[src/hdl/vbrc_pkg.sv]
`timescale 1ns / 1ps
`default_nettype none
package vbrc_pkg;

	localparam int RATE_WIDTH_DEF = 16;
	localparam int TIME_WIDTH_DEF = 32;

	localparam int CFG_W     = 16;
	localparam int CFG_IDX_W = 2;
	localparam int FUNC_W    = 2;
	localparam int NOW_W     = 32;
	localparam int LOSS_W    = 16;
	localparam int RTT_W     = 32;
	localparam int IVL_W     = 32;
	localparam int OUT_W     = 16;

	localparam int NOW_LSB   = 0;
	localparam int LOSS_LSB  = NOW_LSB + NOW_W;
	localparam int RTT_LSB   = LOSS_LSB + LOSS_W;
	localparam int IVL_LSB   = RTT_LSB + RTT_W;
	localparam int IN_DATA_W = IVL_LSB + IVL_W;

	// divider: widest dividend is 9*avg+sample
	localparam int DIV_W   = 36;
	localparam int LEN_W   = 6;
	localparam int CUT_LEN = 24;

	localparam logic [CFG_W-1:0] MAX_RESET    = 16'd512;
	localparam logic [CFG_W-1:0] MIN_RESET    = 16'd50;
	localparam logic [CFG_W-1:0] NORMAL_RESET = 16'd100;

	localparam int CTRL_PERIOD_MS = 400;
	localparam int PROBE_SLOW_MS  = 30000;
	localparam int PROBE_FAST_MS  = 15000;
	localparam int PROBE_START_MS = 5000;
	localparam int CUT_NUMERATOR  = 11200000;
	localparam int LOSS_STEP      = 6;
	localparam int PROBE_ADD      = 10;
	localparam int DROP_DIV       = 20;
	localparam int PROBE_DIV      = 10;
	localparam int RTT_DIV        = 10;

	typedef enum logic [FUNC_W-1:0] {
		FUNC_LOSS     = 2'd0,
		FUNC_RTT      = 2'd1,
		FUNC_INTERVAL = 2'd2,
		FUNC_RATE     = 2'd3
	} func_t;

	typedef enum logic [CFG_IDX_W-1:0] {
		REG_MAX    = 2'd0,
		REG_MIN    = 2'd1,
		REG_NORMAL = 2'd2
	} reg_idx_t;

	typedef struct packed {
		logic [CFG_W-1:0] max_rate;
		logic [CFG_W-1:0] min_rate;
		logic [CFG_W-1:0] normal_rate;
	} cfg_t;

	typedef struct packed {
		logic             start;
		logic [LEN_W-1:0] len;
	} div_req_t;

endpackage
`default_nettype wire

[src/hdl/vbrc_serdiv.sv]
`timescale 1ns / 1ps
`default_nettype none
module vbrc_serdiv (
	input  wire logic                       clk,
	input  wire logic                       arst_n,
	input  wire vbrc_pkg::div_req_t         req,
	input  wire logic [vbrc_pkg::DIV_W-1:0] dividend,
	input  wire logic [vbrc_pkg::IVL_W-1:0] divisor,
	output logic                            done,
	output logic [vbrc_pkg::DIV_W-1:0]      quotient
);

	localparam int DW = vbrc_pkg::DIV_W;
	localparam int VW = vbrc_pkg::IVL_W;

	logic                         busy_q;
	logic                         done_q;
	logic [vbrc_pkg::LEN_W-1:0]   cnt_q;
	logic [VW-1:0]                rem_q;
	logic [DW-1:0]                quo_q;
	logic [VW:0]                  rem_sh;
	logic [VW:0]                  rem_sub;
	logic                         fits;

	// one quotient bit per cycle, msb first
	always_comb begin
		rem_sh  = {rem_q, quo_q[DW-1]};
		fits    = rem_sh >= {1'b0, divisor};
		rem_sub = rem_sh - {1'b0, divisor};
	end

	always_ff @(posedge clk or negedge arst_n) begin
		if (!arst_n) begin
			busy_q <= 1'b0;
			done_q <= 1'b0;
			cnt_q  <= '0;
			rem_q  <= '0;
			quo_q  <= '0;
		end else begin
			done_q <= 1'b0;
			if (req.start) begin
				busy_q <= 1'b1;
				cnt_q  <= req.len;
				rem_q  <= '0;
				quo_q  <= dividend;
			end else if (busy_q) begin
				rem_q <= fits ? rem_sub[VW-1:0] : rem_sh[VW-1:0];
				quo_q <= {quo_q[DW-2:0], fits};
				cnt_q <= cnt_q - vbrc_pkg::LEN_W'(1);
				if (cnt_q == vbrc_pkg::LEN_W'(1)) begin
					busy_q <= 1'b0;
					done_q <= 1'b1;
				end
			end
		end
	end

	assign done     = done_q;
	assign quotient = quo_q;

endmodule
`default_nettype wire

[src/hdl/vbrc_core.sv]
`timescale 1ns / 1ps
`default_nettype none
module vbrc_core #(
	parameter int RATE_WIDTH = vbrc_pkg::RATE_WIDTH_DEF,
	parameter int TIME_WIDTH = vbrc_pkg::TIME_WIDTH_DEF
) (
	input  wire logic                        clk,
	input  wire logic                        arst_n,
	input  wire vbrc_pkg::cfg_t              cfg,
	input  wire logic                        in_valid,
	output logic                             in_ready,
	input  wire logic [vbrc_pkg::FUNC_W-1:0] in_func,
	input  wire logic [vbrc_pkg::NOW_W-1:0]  in_now,
	input  wire logic [vbrc_pkg::LOSS_W-1:0] in_loss,
	input  wire logic [vbrc_pkg::RTT_W-1:0]  in_rtt,
	input  wire logic [vbrc_pkg::IVL_W-1:0]  in_ivl,
	output logic                             res_valid,
	input  wire logic                        res_ready,
	output logic [vbrc_pkg::OUT_W-1:0]       res_rate
);

	localparam int RW     = RATE_WIDTH;
	localparam int TW     = TIME_WIDTH;
	localparam int BASE_W = (RATE_WIDTH > vbrc_pkg::CFG_W) ? RATE_WIDTH : vbrc_pkg::CFG_W;
	localparam int CW     = BASE_W + 1;
	localparam int RDW    = CW + 5;
	localparam int DW     = vbrc_pkg::DIV_W;
	localparam int LW     = vbrc_pkg::LEN_W;
	localparam int VW     = vbrc_pkg::IVL_W;
	localparam int LSW    = vbrc_pkg::LOSS_W + 1;

	typedef enum logic [1:0] {
		EV_IDLE  = 2'd0,
		EV_ARMED = 2'd1,
		EV_HELD  = 2'd2
	} ev_t;

	typedef enum logic [4:0] {
		S_IDLE,
		S_INIT,
		S_PER,
		S_CUT0,
		S_CUT1,
		S_DROP0,
		S_DROP1,
		S_PCHK,
		S_PUP1,
		S_HOLD,
		S_SCHK,
		S_SUP1,
		S_CLAMP,
		S_OUT,
		S_RTT_A,
		S_RTT_B,
		S_RTT_C,
		S_RTT_D,
		S_RTT_E
	} state_t;

	state_t                     state_q;
	logic [RW-1:0]              cur_rate_q;
	logic [TW-1:0]              period_start_q;
	logic [TW-1:0]              probe_time_q;
	logic [TW-1:0]              event_time_q;
	ev_t                        loss_ev_q;
	ev_t                        rtt_ev_q;
	logic                       start_mode_q;
	logic [vbrc_pkg::LOSS_W-1:0] last_loss_q;
	logic [vbrc_pkg::RTT_W-1:0] avg_rtt_q;
	logic [VW-1:0]              interval_q;
	logic [TW-1:0]              now_q;
	logic [vbrc_pkg::RTT_W-1:0] sample_q;
	logic [DW-1:0]              acc_q;
	logic [CW-1:0]              rate_q;
	logic                       slow_q;
	logic                       div_start_q;
	logic [LW-1:0]              div_len_q;
	logic [DW-1:0]              div_a_q;
	logic [VW-1:0]              div_b_q;

	vbrc_pkg::div_req_t         div_req;
	logic                       div_done;
	logic [DW-1:0]              div_quo;

	logic [CW-1:0]              rel_rate;
	logic [TW-1:0]              since_per;
	logic [TW-1:0]              since_probe;
	logic [TW-1:0]              since_ev;
	logic [TW-1:0]              probe_wait;
	logic [RDW-1:0]             rate17;
	logic [RDW-1:0]             rate11;
	logic [CW-1:0]              drop_val;
	logic [CW-1:0]              up_sum;
	logic [CW-1:0]              clamp_lo;
	logic [CW-1:0]              clamp_hi;
	logic [DW-1:0]              cut_dividend;
	logic [DW-1:0]              rtt_sum;
	logic                       loss_arm;

	always_comb begin
		rel_rate     = (cur_rate_q == '0) ? CW'(cfg.max_rate) : CW'(cur_rate_q);
		since_per    = now_q - period_start_q;
		since_probe  = now_q - probe_time_q;
		since_ev     = now_q - event_time_q;
		probe_wait   = slow_q ? TW'(vbrc_pkg::PROBE_SLOW_MS) : TW'(vbrc_pkg::PROBE_FAST_MS);
		rate17       = RDW'({rate_q, 4'b0}) + RDW'(rate_q);
		rate11       = RDW'({rate_q, 3'b0}) + RDW'({rate_q, 1'b0}) + RDW'(rate_q);
		drop_val     = (div_quo == '0) ? '0 : CW'(div_quo) - CW'(1);
		up_sum       = CW'(div_quo) + CW'(vbrc_pkg::PROBE_ADD);
		clamp_lo     = (rate_q < CW'(cfg.min_rate)) ? CW'(cfg.min_rate) : rate_q;
		clamp_hi     = (clamp_lo > CW'(cfg.max_rate)) ? CW'(cfg.max_rate) : clamp_lo;
		cut_dividend = DW'(vbrc_pkg::CUT_NUMERATOR) << (DW - vbrc_pkg::CUT_LEN);
		rtt_sum      = acc_q + DW'(sample_q);
		loss_arm     = (loss_ev_q == EV_IDLE) && (last_loss_q != '0) &&
			({1'b0, in_loss} > ({1'b0, last_loss_q} + LSW'(vbrc_pkg::LOSS_STEP)));
		div_req.start = div_start_q;
		div_req.len   = div_len_q;
	end

	vbrc_serdiv u_serdiv (
		.clk      (clk),
		.arst_n   (arst_n),
		.req      (div_req),
		.dividend (div_a_q),
		.divisor  (div_b_q),
		.done     (div_done),
		.quotient (div_quo)
	);

	always_ff @(posedge clk or negedge arst_n) begin
		if (!arst_n) begin
			state_q        <= S_IDLE;
			cur_rate_q     <= RW'(vbrc_pkg::MAX_RESET);
			period_start_q <= '0;
			probe_time_q   <= '0;
			event_time_q   <= '0;
			loss_ev_q      <= EV_IDLE;
			rtt_ev_q       <= EV_IDLE;
			start_mode_q   <= 1'b1;
			last_loss_q    <= '0;
			avg_rtt_q      <= '0;
			interval_q     <= '0;
			now_q          <= '0;
			sample_q       <= '0;
			acc_q          <= '0;
			rate_q         <= '0;
			slow_q         <= 1'b0;
			div_start_q    <= 1'b0;
			div_len_q      <= '0;
			div_a_q        <= '0;
			div_b_q        <= '0;
		end else begin
			div_start_q <= 1'b0;
			unique case (state_q)
				S_IDLE: begin
					if (in_valid) begin
						now_q <= TW'(in_now);
						unique case (vbrc_pkg::func_t'(in_func))
							vbrc_pkg::FUNC_LOSS: begin
								if (loss_arm) begin
									loss_ev_q <= EV_ARMED;
								end
								last_loss_q <= in_loss;
							end
							vbrc_pkg::FUNC_RTT: begin
								sample_q <= in_rtt;
								if (avg_rtt_q == '0) begin
									avg_rtt_q <= in_rtt;
								end else begin
									state_q <= S_RTT_A;
								end
							end
							vbrc_pkg::FUNC_INTERVAL: begin
								interval_q <= in_ivl;
							end
							vbrc_pkg::FUNC_RATE: begin
								state_q <= S_INIT;
							end
						endcase
					end
				end
				S_INIT: begin
					if (start_mode_q && (loss_ev_q != EV_IDLE || rtt_ev_q != EV_IDLE ||
						CW'(cur_rate_q) > CW'(cfg.normal_rate))) begin
						start_mode_q <= 1'b0;
					end
					rate_q <= rel_rate;
					slow_q <= rel_rate > CW'(cfg.normal_rate);
					if (period_start_q == '0) begin
						period_start_q <= now_q;
					end
					if (probe_time_q == '0) begin
						probe_time_q <= now_q;
					end
					state_q <= S_PER;
				end
				S_PER: begin
					if (since_per >= TW'(vbrc_pkg::CTRL_PERIOD_MS)) begin
						period_start_q <= now_q;
						state_q        <= S_CUT0;
					end else begin
						state_q <= S_HOLD;
					end
				end
				S_CUT0: begin
					if (interval_q != '0) begin
						div_start_q <= 1'b1;
						div_len_q   <= LW'(vbrc_pkg::CUT_LEN);
						div_a_q     <= cut_dividend;
						div_b_q     <= interval_q;
						state_q     <= S_CUT1;
					end else begin
						state_q <= S_DROP0;
					end
				end
				S_CUT1: begin
					if (div_done) begin
						if (div_quo < DW'(rate_q)) begin
							rate_q       <= CW'(div_quo);
							probe_time_q <= now_q;
						end
						state_q <= S_DROP0;
					end
				end
				S_DROP0: begin
					if (loss_ev_q == EV_ARMED || rtt_ev_q == EV_ARMED) begin
						div_start_q <= 1'b1;
						div_len_q   <= LW'(RDW);
						div_a_q     <= DW'(rate17) << (DW - RDW);
						div_b_q     <= VW'(vbrc_pkg::DROP_DIV);
						state_q     <= S_DROP1;
					end else begin
						state_q <= S_PCHK;
					end
				end
				S_DROP1: begin
					if (div_done) begin
						rate_q <= drop_val;
						if (loss_ev_q == EV_ARMED) begin
							loss_ev_q <= EV_HELD;
						end else begin
							rtt_ev_q <= EV_HELD;
						end
						event_time_q <= now_q;
						state_q      <= S_PCHK;
					end
				end
				S_PCHK: begin
					if (since_probe > probe_wait) begin
						div_start_q <= 1'b1;
						div_len_q   <= LW'(RDW);
						div_a_q     <= DW'(rate11) << (DW - RDW);
						div_b_q     <= VW'(vbrc_pkg::PROBE_DIV);
						state_q     <= S_PUP1;
					end else begin
						state_q <= S_HOLD;
					end
				end
				S_PUP1: begin
					if (div_done) begin
						probe_time_q <= now_q;
						rate_q       <= (up_sum > CW'(cfg.max_rate)) ? CW'(cfg.max_rate) : up_sum;
						state_q      <= S_HOLD;
					end
				end
				S_HOLD: begin
					if (since_ev > TW'(vbrc_pkg::CTRL_PERIOD_MS)) begin
						if (loss_ev_q == EV_HELD) begin
							loss_ev_q <= EV_IDLE;
						end
						if (rtt_ev_q == EV_HELD) begin
							rtt_ev_q <= EV_IDLE;
						end
					end
					state_q <= S_SCHK;
				end
				S_SCHK: begin
					if (start_mode_q && since_probe > TW'(vbrc_pkg::PROBE_START_MS)) begin
						div_start_q <= 1'b1;
						div_len_q   <= LW'(RDW);
						div_a_q     <= DW'(rate11) << (DW - RDW);
						div_b_q     <= VW'(vbrc_pkg::PROBE_DIV);
						state_q     <= S_SUP1;
					end else begin
						state_q <= S_CLAMP;
					end
				end
				S_SUP1: begin
					if (div_done) begin
						probe_time_q <= now_q;
						rate_q       <= up_sum;
						state_q      <= S_CLAMP;
					end
				end
				S_CLAMP: begin
					cur_rate_q <= RW'(clamp_hi);
					state_q    <= S_OUT;
				end
				S_OUT: begin
					if (res_ready) begin
						state_q <= S_IDLE;
					end
				end
				S_RTT_A: begin
					acc_q   <= DW'({avg_rtt_q, 3'b0}) + DW'(avg_rtt_q);
					state_q <= S_RTT_B;
				end
				S_RTT_B: begin
					div_start_q <= 1'b1;
					div_len_q   <= LW'(DW);
					div_a_q     <= rtt_sum;
					div_b_q     <= VW'(vbrc_pkg::RTT_DIV);
					state_q     <= S_RTT_C;
				end
				S_RTT_C: begin
					if (div_done) begin
						avg_rtt_q <= vbrc_pkg::RTT_W'(div_quo);
						state_q   <= S_RTT_D;
					end
				end
				S_RTT_D: begin
					acc_q   <= DW'({avg_rtt_q, 3'b0}) + DW'({avg_rtt_q, 1'b0});
					state_q <= S_RTT_E;
				end
				S_RTT_E: begin
					if (rtt_ev_q == EV_IDLE && DW'(sample_q) > acc_q) begin
						rtt_ev_q <= EV_ARMED;
					end
					state_q <= S_IDLE;
				end
				default: begin
					state_q <= S_IDLE;
				end
			endcase
		end
	end

	assign in_ready  = (state_q == S_IDLE);
	assign res_valid = (state_q == S_OUT);
	assign res_rate  = vbrc_pkg::OUT_W'(cur_rate_q);

endmodule
`default_nettype wire

[src/hdl/video_bitrate_rate_controller.sv]
// loss and interval updates and a first rtt sample are handled in idle; a later rtt sample runs
// the averaging steps. A rate request runs the cut, the drop and the period probe only when a
// control period ends, each one pass of the bit-serial divider, one quotient bit per cycle (24
// bits for the cut, max(rate width, 16) + 6 for the rate steps); a start probe never joins a drop
// one word in work at a time; the result waits in the output register while the next word enters
// arst_n clears all state at once: rate = 512, registers 512/50/100, events idle, start mode on
`timescale 1ns / 1ps
`default_nettype none
module video_bitrate_rate_controller #(
	parameter int RATE_WIDTH = vbrc_pkg::RATE_WIDTH_DEF,
	parameter int TIME_WIDTH = vbrc_pkg::TIME_WIDTH_DEF
) (
	input  wire logic                              clk,
	input  wire logic                              arst_n,
	input  wire logic                              s_axis_tvalid,
	output logic                                   s_axis_tready,
	// now_ms[31:0], loss_fraction[47:32], rtt_sample_us[79:48], packet_interval[111:80]
	input  wire logic [vbrc_pkg::IN_DATA_W-1:0]    s_axis_tdata,
	// func[1:0]
	input  wire logic [vbrc_pkg::FUNC_W-1:0]       s_axis_tuser,
	output logic                                   m_axis_tvalid,
	input  wire logic                              m_axis_tready,
	// rate_kbps[15:0]
	output logic [vbrc_pkg::OUT_W-1:0]             m_axis_tdata,
	input  wire logic                              cfg_valid,
	output logic                                   cfg_ready,
	input  wire logic [vbrc_pkg::CFG_IDX_W-1:0]    cfg_index,
	input  wire logic [vbrc_pkg::CFG_W-1:0]        cfg_data
);

	vbrc_pkg::cfg_t               cfg_q;
	logic                         m_valid_q;
	logic [vbrc_pkg::OUT_W-1:0]   m_data_q;
	logic                         res_valid;
	logic                         res_ready;
	logic [vbrc_pkg::OUT_W-1:0]   res_rate;

	always_ff @(posedge clk or negedge arst_n) begin
		if (!arst_n) begin
			cfg_q.max_rate    <= vbrc_pkg::MAX_RESET;
			cfg_q.min_rate    <= vbrc_pkg::MIN_RESET;
			cfg_q.normal_rate <= vbrc_pkg::NORMAL_RESET;
		end else if (cfg_valid && cfg_ready) begin
			unique case (vbrc_pkg::reg_idx_t'(cfg_index))
				vbrc_pkg::REG_MAX:    cfg_q.max_rate    <= cfg_data;
				vbrc_pkg::REG_MIN:    cfg_q.min_rate    <= cfg_data;
				vbrc_pkg::REG_NORMAL: cfg_q.normal_rate <= cfg_data;
				default: begin
				end
			endcase
		end
	end

	vbrc_core #(
		.RATE_WIDTH (RATE_WIDTH),
		.TIME_WIDTH (TIME_WIDTH)
	) u_core (
		.clk       (clk),
		.arst_n    (arst_n),
		.cfg       (cfg_q),
		.in_valid  (s_axis_tvalid),
		.in_ready  (s_axis_tready),
		.in_func   (s_axis_tuser),
		.in_now    (s_axis_tdata[vbrc_pkg::NOW_LSB +: vbrc_pkg::NOW_W]),
		.in_loss   (s_axis_tdata[vbrc_pkg::LOSS_LSB +: vbrc_pkg::LOSS_W]),
		.in_rtt    (s_axis_tdata[vbrc_pkg::RTT_LSB +: vbrc_pkg::RTT_W]),
		.in_ivl    (s_axis_tdata[vbrc_pkg::IVL_LSB +: vbrc_pkg::IVL_W]),
		.res_valid (res_valid),
		.res_ready (res_ready),
		.res_rate  (res_rate)
	);

	// output register
	assign res_ready = !m_valid_q || m_axis_tready;

	always_ff @(posedge clk or negedge arst_n) begin
		if (!arst_n) begin
			m_valid_q <= 1'b0;
			m_data_q  <= '0;
		end else if (res_valid && res_ready) begin
			m_valid_q <= 1'b1;
			m_data_q  <= res_rate;
		end else if (m_axis_tready) begin
			m_valid_q <= 1'b0;
		end
	end

	assign m_axis_tvalid = m_valid_q;
	assign m_axis_tdata  = m_data_q;
	assign cfg_ready     = 1'b1;

endmodule
`default_nettype wire

[config.mk]
export PLATFORM = sky130hd
export DESIGN_NAME = video_bitrate_rate_controller
export DESIGN_NICKNAME = d
export VERILOG_FILES = /design/src/hdl/vbrc_pkg.sv /design/src/hdl/vbrc_serdiv.sv /design/src/hdl/vbrc_core.sv /design/src/hdl/video_bitrate_rate_controller.sv
export SDC_FILE = /design/constraint.sdc
export NUM_CORES = 2
export LEC_CHECK = 0
export ABC_AREA = 0
export BUFFER_PORTS_ARGS = -buffer_cell sky130_fd_sc_hd__buf_2
export CAP_MARGIN = 20
export CORE_AREA = 8 8 329 331
export CTS_CLUSTER_SIZE = 40
export DETAILED_ROUTE_END_ITERATION = 10
export DIE_AREA = 0 0 337 339
export HOLD_SLACK_MARGIN = 0.02
export PLACE_DENSITY_LB_ADDON = 0.05
export SKIP_CTS_REPAIR_TIMING = 1
export SLEW_MARGIN = 20
export SYNTH_ARGS = -nofsm -noshare
export SYNTH_HDL_FRONTEND = slang
export SYNTH_SLANG_ARGS = --single-unit
[constraint.sdc]
create_clock -name clk -period 6.3 [get_ports clk]
set_clock_uncertainty 0.05 [all_clocks]
set_input_delay 0.945 -clock clk [delete_from_list [all_inputs] [get_ports clk]]
set_output_delay 0.945 -clock clk [all_outputs]
set_load 0.02 [all_outputs]
==> out/qor.json <==
{
  "status": {"value": "complete, no violations"},
  "worst_skew_pair.late_latency": {"value": 0.64, "unit": "ns"},
  "worst_slew_pin_slew": {"value": 1.04, "unit": "ns"},
  "clock_tree.htree_level_count": {"value": 3},
  "utilization": {"value": 44.4, "unit": "%"},
  "cts.path.max_buffers": {"value": 3},
  "achievable-frequency": {"value": 183, "unit": "MHz"},
  "maximum_number_of_pins_on_one_net_before_global_route_repair": {"value": 100},
  "post-route-period-util": {"value": 86.9, "unit": "%"},
  "synth_area_leader_cell": {"value": "sky130_fd_sc_hd__dfrtp_1"},
  "post_synth.cell_area_avg": {"value": 8.81, "unit": "sq um"},
  "async_flop_share": {"value": 100, "unit": "%"},
  "via_count_of_the_first_global_routing_pass": {"value": 33800},
  "setup_tns": {"value": 0, "unit": "ns"},
  "drt_iter0_markers": {"value": 2713},
  "cts.clk_slew.worst_paths": {"value": 0.06, "unit": "ns"},
  "layout_area_growth_over_synthesis": {"value": 12.1, "unit": "%"},
  "cts-root-buf": {"value": "sky130_fd_sc_hd__clkbuf_16"},
  "initial_core_util": {"value": 39.6, "unit": "%"},
  "die-width": {"value": 337, "unit": "um"},
  "critical_path.reg2reg.startpoint": {"value": "u_core.state_q[4]$_DFFE_PN0P_"},
  "yosysSeqAreaShare": {"value": 32.9, "unit": "%"},
  "worst-endpoint-required": {"value": 6.73, "unit": "ns"},
  "die_area": {"value": 114000, "unit": "sq um"},
  "critical_path.endpoint_type": {"value": "flip-flop"},
  "area_of_combinational_cells_with_multiple_inputs": {"value": 25400, "unit": "sq um"},
  "route.detailed.wl_per_inst": {"value": 21.4, "unit": "um"},
  "ir_drop": {"value": 0.168, "unit": "mV"},
  "cts_made_buffers": {"value": 71},
  "synth_nets": {"value": 5155},
  "grt_overflow_total": {"value": 0},
  "synth_cells": {"value": 4619},
  "synth.yosys.warnings": {"value": 0},
  "synth_enable_flop_cells": {"value": 0},
  "setup_cp_type": {"value": "flip-flop to flip-flop"},
  "remaining_drcs": {"value": 0},
  "count_of_vias_placed_by_the_detailed_router": {"value": 34700},
  "cts.sinks": {"value": 535},
  "port_buffers": {"value": 154},
  "tritoncts": {"value": "yes"},
  "worst_slew_margin_rel": {"value": 29.9, "unit": "%"},
  "setup_repair_after_global_routing_missed_its_margin": {"value": "no"},
  "grt_util_all_layers": {"value": 22.6, "unit": "%"},
  "io-pin-count": {"value": 156},
  "rr_worst_depth": {"value": 18},
  "ys_dominant_reg_cell": {"value": "sky130_fd_sc_hd__dfrtp_1"},
  "drtPass1Iterations": {"value": 6},
  "min-delay-path-class": {"value": "input pin to async pin"},
  "yosysTopAreaCellShare": {"value": 32.3, "unit": "%"},
  "worstSetupStartpoint": {"value": "u_core.state_q[4]$_DFFE_PN0P_"},
  "nFillCells": {"value": 10200},
  "worst_setup_path_start_kind": {"value": "flip-flop"},
  "final_replace_weighted_congestion": {"value": 0.895},
  "final-max-slew-violation-count": {"value": 0},
  "dpl.hpwl": {"value": 102000, "unit": "um"},
  "yosys_register_bits": {"value": 535},
  "power.leakage": {"value": 22.2, "unit": "nW"},
  "fin_crit": {"value": 5.47, "unit": "ns"},
  "chip_height": {"value": 339, "unit": "um"},
  "synthTopCellsByArea": {"value": "sky130_fd_sc_hd__dfrtp_1 (32%), sky130_fd_sc_hd__ha_1 (12%), sky130_fd_sc_hd__mux2_2 (6.1%), sky130_fd_sc_hd__nand2_1 (4.1%), sky130_fd_sc_hd__mux2i_1 (3.7%)"},
  "crit_arrival": {"value": 5.90, "unit": "ns"},
  "worst-path-max-fanout": {"value": 29},
  "layout.nets": {"value": 5259},
  "wirelength": {"value": 132000, "unit": "um"},
  "core.rowCount": {"value": 118},
  "final-hold-violation-count": {"value": 0},
  "netlist_area": {"value": 40700, "unit": "sq um"},
  "placeableCoreArea": {"value": 103000, "unit": "sq um"},
  "reg_area": {"value": 13400, "unit": "sq um"},
  "number_of_antenna_violations_at_the_first_check_in_global_routing": {"value": 8},
  "post_synth_num_cell_types": {"value": 99},
  "drv_cap": {"value": 0},
  "timing.final.setup_violations": {"value": 0},
  "detail_route.vias_per_cell": {"value": 5.62},
  "power.density_cell_area": {"value": 186, "unit": "nW/um^2"},
  "postRouteAntennaNets": {"value": 0},
  "grt_pass1_wl": {"value": 206000, "unit": "um"},
  "final_layout_size_suffix_gt1_share": {"value": 12.8, "unit": "%"}
}
[cell usage after synthesis (all sizes together), types with 35 or more instances]
cell,instances
nand2b,52
nor3,88
ha,390
inv,338
a211oi,63
a21o,125
xor2,70
nor2,321
nand2,450
nand3,92
nor2b,45
a21oi,296
o22ai,35
o21ai,346
nor4,69
o21a,53
xnor2,121
dfrtp,526
nand4,71
mux2i,150
mux2,255
clkbuf,163
[stage by stage]
stage               total power [mW]  area [sq um]  worst slack [ns]  hold slack (ns)  cells
global route                    8.83         45600             0.392            0.357   6161
floorplan                       3.96         40700              1.70            0.396   4619
detailed placement              4.26         43100             0.900            0.417   6027
CTS                             8.62         45600             0.861            0.326   6157
finish                          8.48         45700             0.827            0.310   6164
global placement                4.25         43100             0.762            0.411   6027
[layout by cell type (no fill, tap or decap), types with 56 or more instances in the layout]
cell type / count
sky130_fd_sc_hd__a211oi_1: 62
sky130_fd_sc_hd__a21o_1: 125
sky130_fd_sc_hd__a21oi_1: 294
sky130_fd_sc_hd__buf_2: 153
sky130_fd_sc_hd__buf_4: 56
sky130_fd_sc_hd__clkbuf_16: 72
sky130_fd_sc_hd__dfrtp_1: 524
sky130_fd_sc_hd__ha_1: 390
sky130_fd_sc_hd__inv_1: 337
sky130_fd_sc_hd__mux2_2: 222
sky130_fd_sc_hd__mux2i_1: 150
sky130_fd_sc_hd__nand2_1: 447
sky130_fd_sc_hd__nand3_1: 90
sky130_fd_sc_hd__nand4_1: 71
sky130_fd_sc_hd__nor2_1: 318
sky130_fd_sc_hd__nor3_1: 86
sky130_fd_sc_hd__nor4_1: 69
sky130_fd_sc_hd__o21ai_0: 290
sky130_fd_sc_hd__xnor2_1: 121
sky130_fd_sc_hd__xor2_1: 70
[sequential cells by signal, indices dropped and copies added, names as in the netlist, 6 cells and up]
register                  cells
m_axis_tdata                 16
u_core.now_q                 32
u_core.u_serdiv.cnt_q         6
cfg_q                        48
u_core.event_time_q          32
u_core.rate_q                17
u_core.avg_rtt_q             32
u_core.sample_q              32
u_core.probe_time_q          32
u_core.res_rate              16
u_core.u_serdiv.quotient     36
u_core.div_a_q               36
u_core.period_start_q        32
u_core.div_b_q               32
u_core.acc_q                 36
u_core.u_serdiv.rem_q        32
u_core.interval_q            32
u_core.last_loss_q           16
[worst paths after layout]
path | slack [ns] | end
worst min register to register | 0.43 | u_core.div_len_q[2]$_DFFE_PN0P_
worst max register to register | 0.83 | u_core.acc_q[33]$_DFFE_PN0P_
min in group clk | 0.43 | u_core.div_len_q[2]$_DFFE_PN0P_
worst min-delay path | 0.31 | cfg_q[4]$_DFFE_PN0P_
worst max-delay path | 0.83 | u_core.acc_q[33]$_DFFE_PN0P_
max in group asynchronous | 4.69 | u_core.probe_time_q[10]$_DFFE_PN0P_
[metal layers]
| layer | track usage, % | share of wire (%) |
|---|---|---|
| met1 | 34.3 | 51 |
| met2 | 34.1 | 42 |
| met3 | 2.83 | 4.4 |
| met4 | 4.90 | 1.8 |
| met5 | 0 | 0.020 |
[worst max-delay path, stage by stage (launching register included)]
cell and delay (ns):
sky130_fd_sc_hd__dfrtp_1 0.66, sky130_fd_sc_hd__inv_1 0.18, sky130_fd_sc_hd__nor3_1 0.49, sky130_fd_sc_hd__nand2_1 0.31, sky130_fd_sc_hd__buf_4 0.32, sky130_fd_sc_hd__nand2_1 0.11, sky130_fd_sc_hd__nand2_1 0.09, sky130_fd_sc_hd__fa_1 0.44
sky130_fd_sc_hd__a21o_1 0.19, sky130_fd_sc_hd__a21oi_1 0.28, sky130_fd_sc_hd__o21a_1 0.18, sky130_fd_sc_hd__nor3_1 0.06, sky130_fd_sc_hd__o221ai_1 0.34, sky130_fd_sc_hd__o21ai_0 0.34, sky130_fd_sc_hd__a2111oi_0 0.58, sky130_fd_sc_hd__o21ai_0 0.17
sky130_fd_sc_hd__a31oi_1 0.29, sky130_fd_sc_hd__xnor2_1 0.15, sky130_fd_sc_hd__o21ai_0 0.08
[report_power, final]
part	switching [mW]	internal [mW]
combinational	0.385	0.256
sequential	0.0532	3.50
clock	1.71	2.57
total	2.15	6.33
[cell families (layout without fill, tap and decap cells)]
group,count (synthesis),after routing,share of synthesized area (%)
other cells,1,5,0.00921
fa+ha+maj,399,399,12.4
simple gates,1329,1329,15.4
mux,405,405,10.7
buf+inv,526,687,4.90
compound gates,1233,1233,19.5
xor+xnor,191,191,4.11
flops,535,535,32.9
[final cells by class]
cell class | instances | area share, %
antenna | 4 | 0.0219
timing repair buffer | 217 | 2.99
clock buffer | 95 | 4.35
sequential | 535 | 29.4
clock inverter | 35 | 1.03
tap | 1380 | 3.78
multi-input combinational | 3558 | 55.7
inverter | 340 | 2.80
Power figures use the tool's default switching activity.
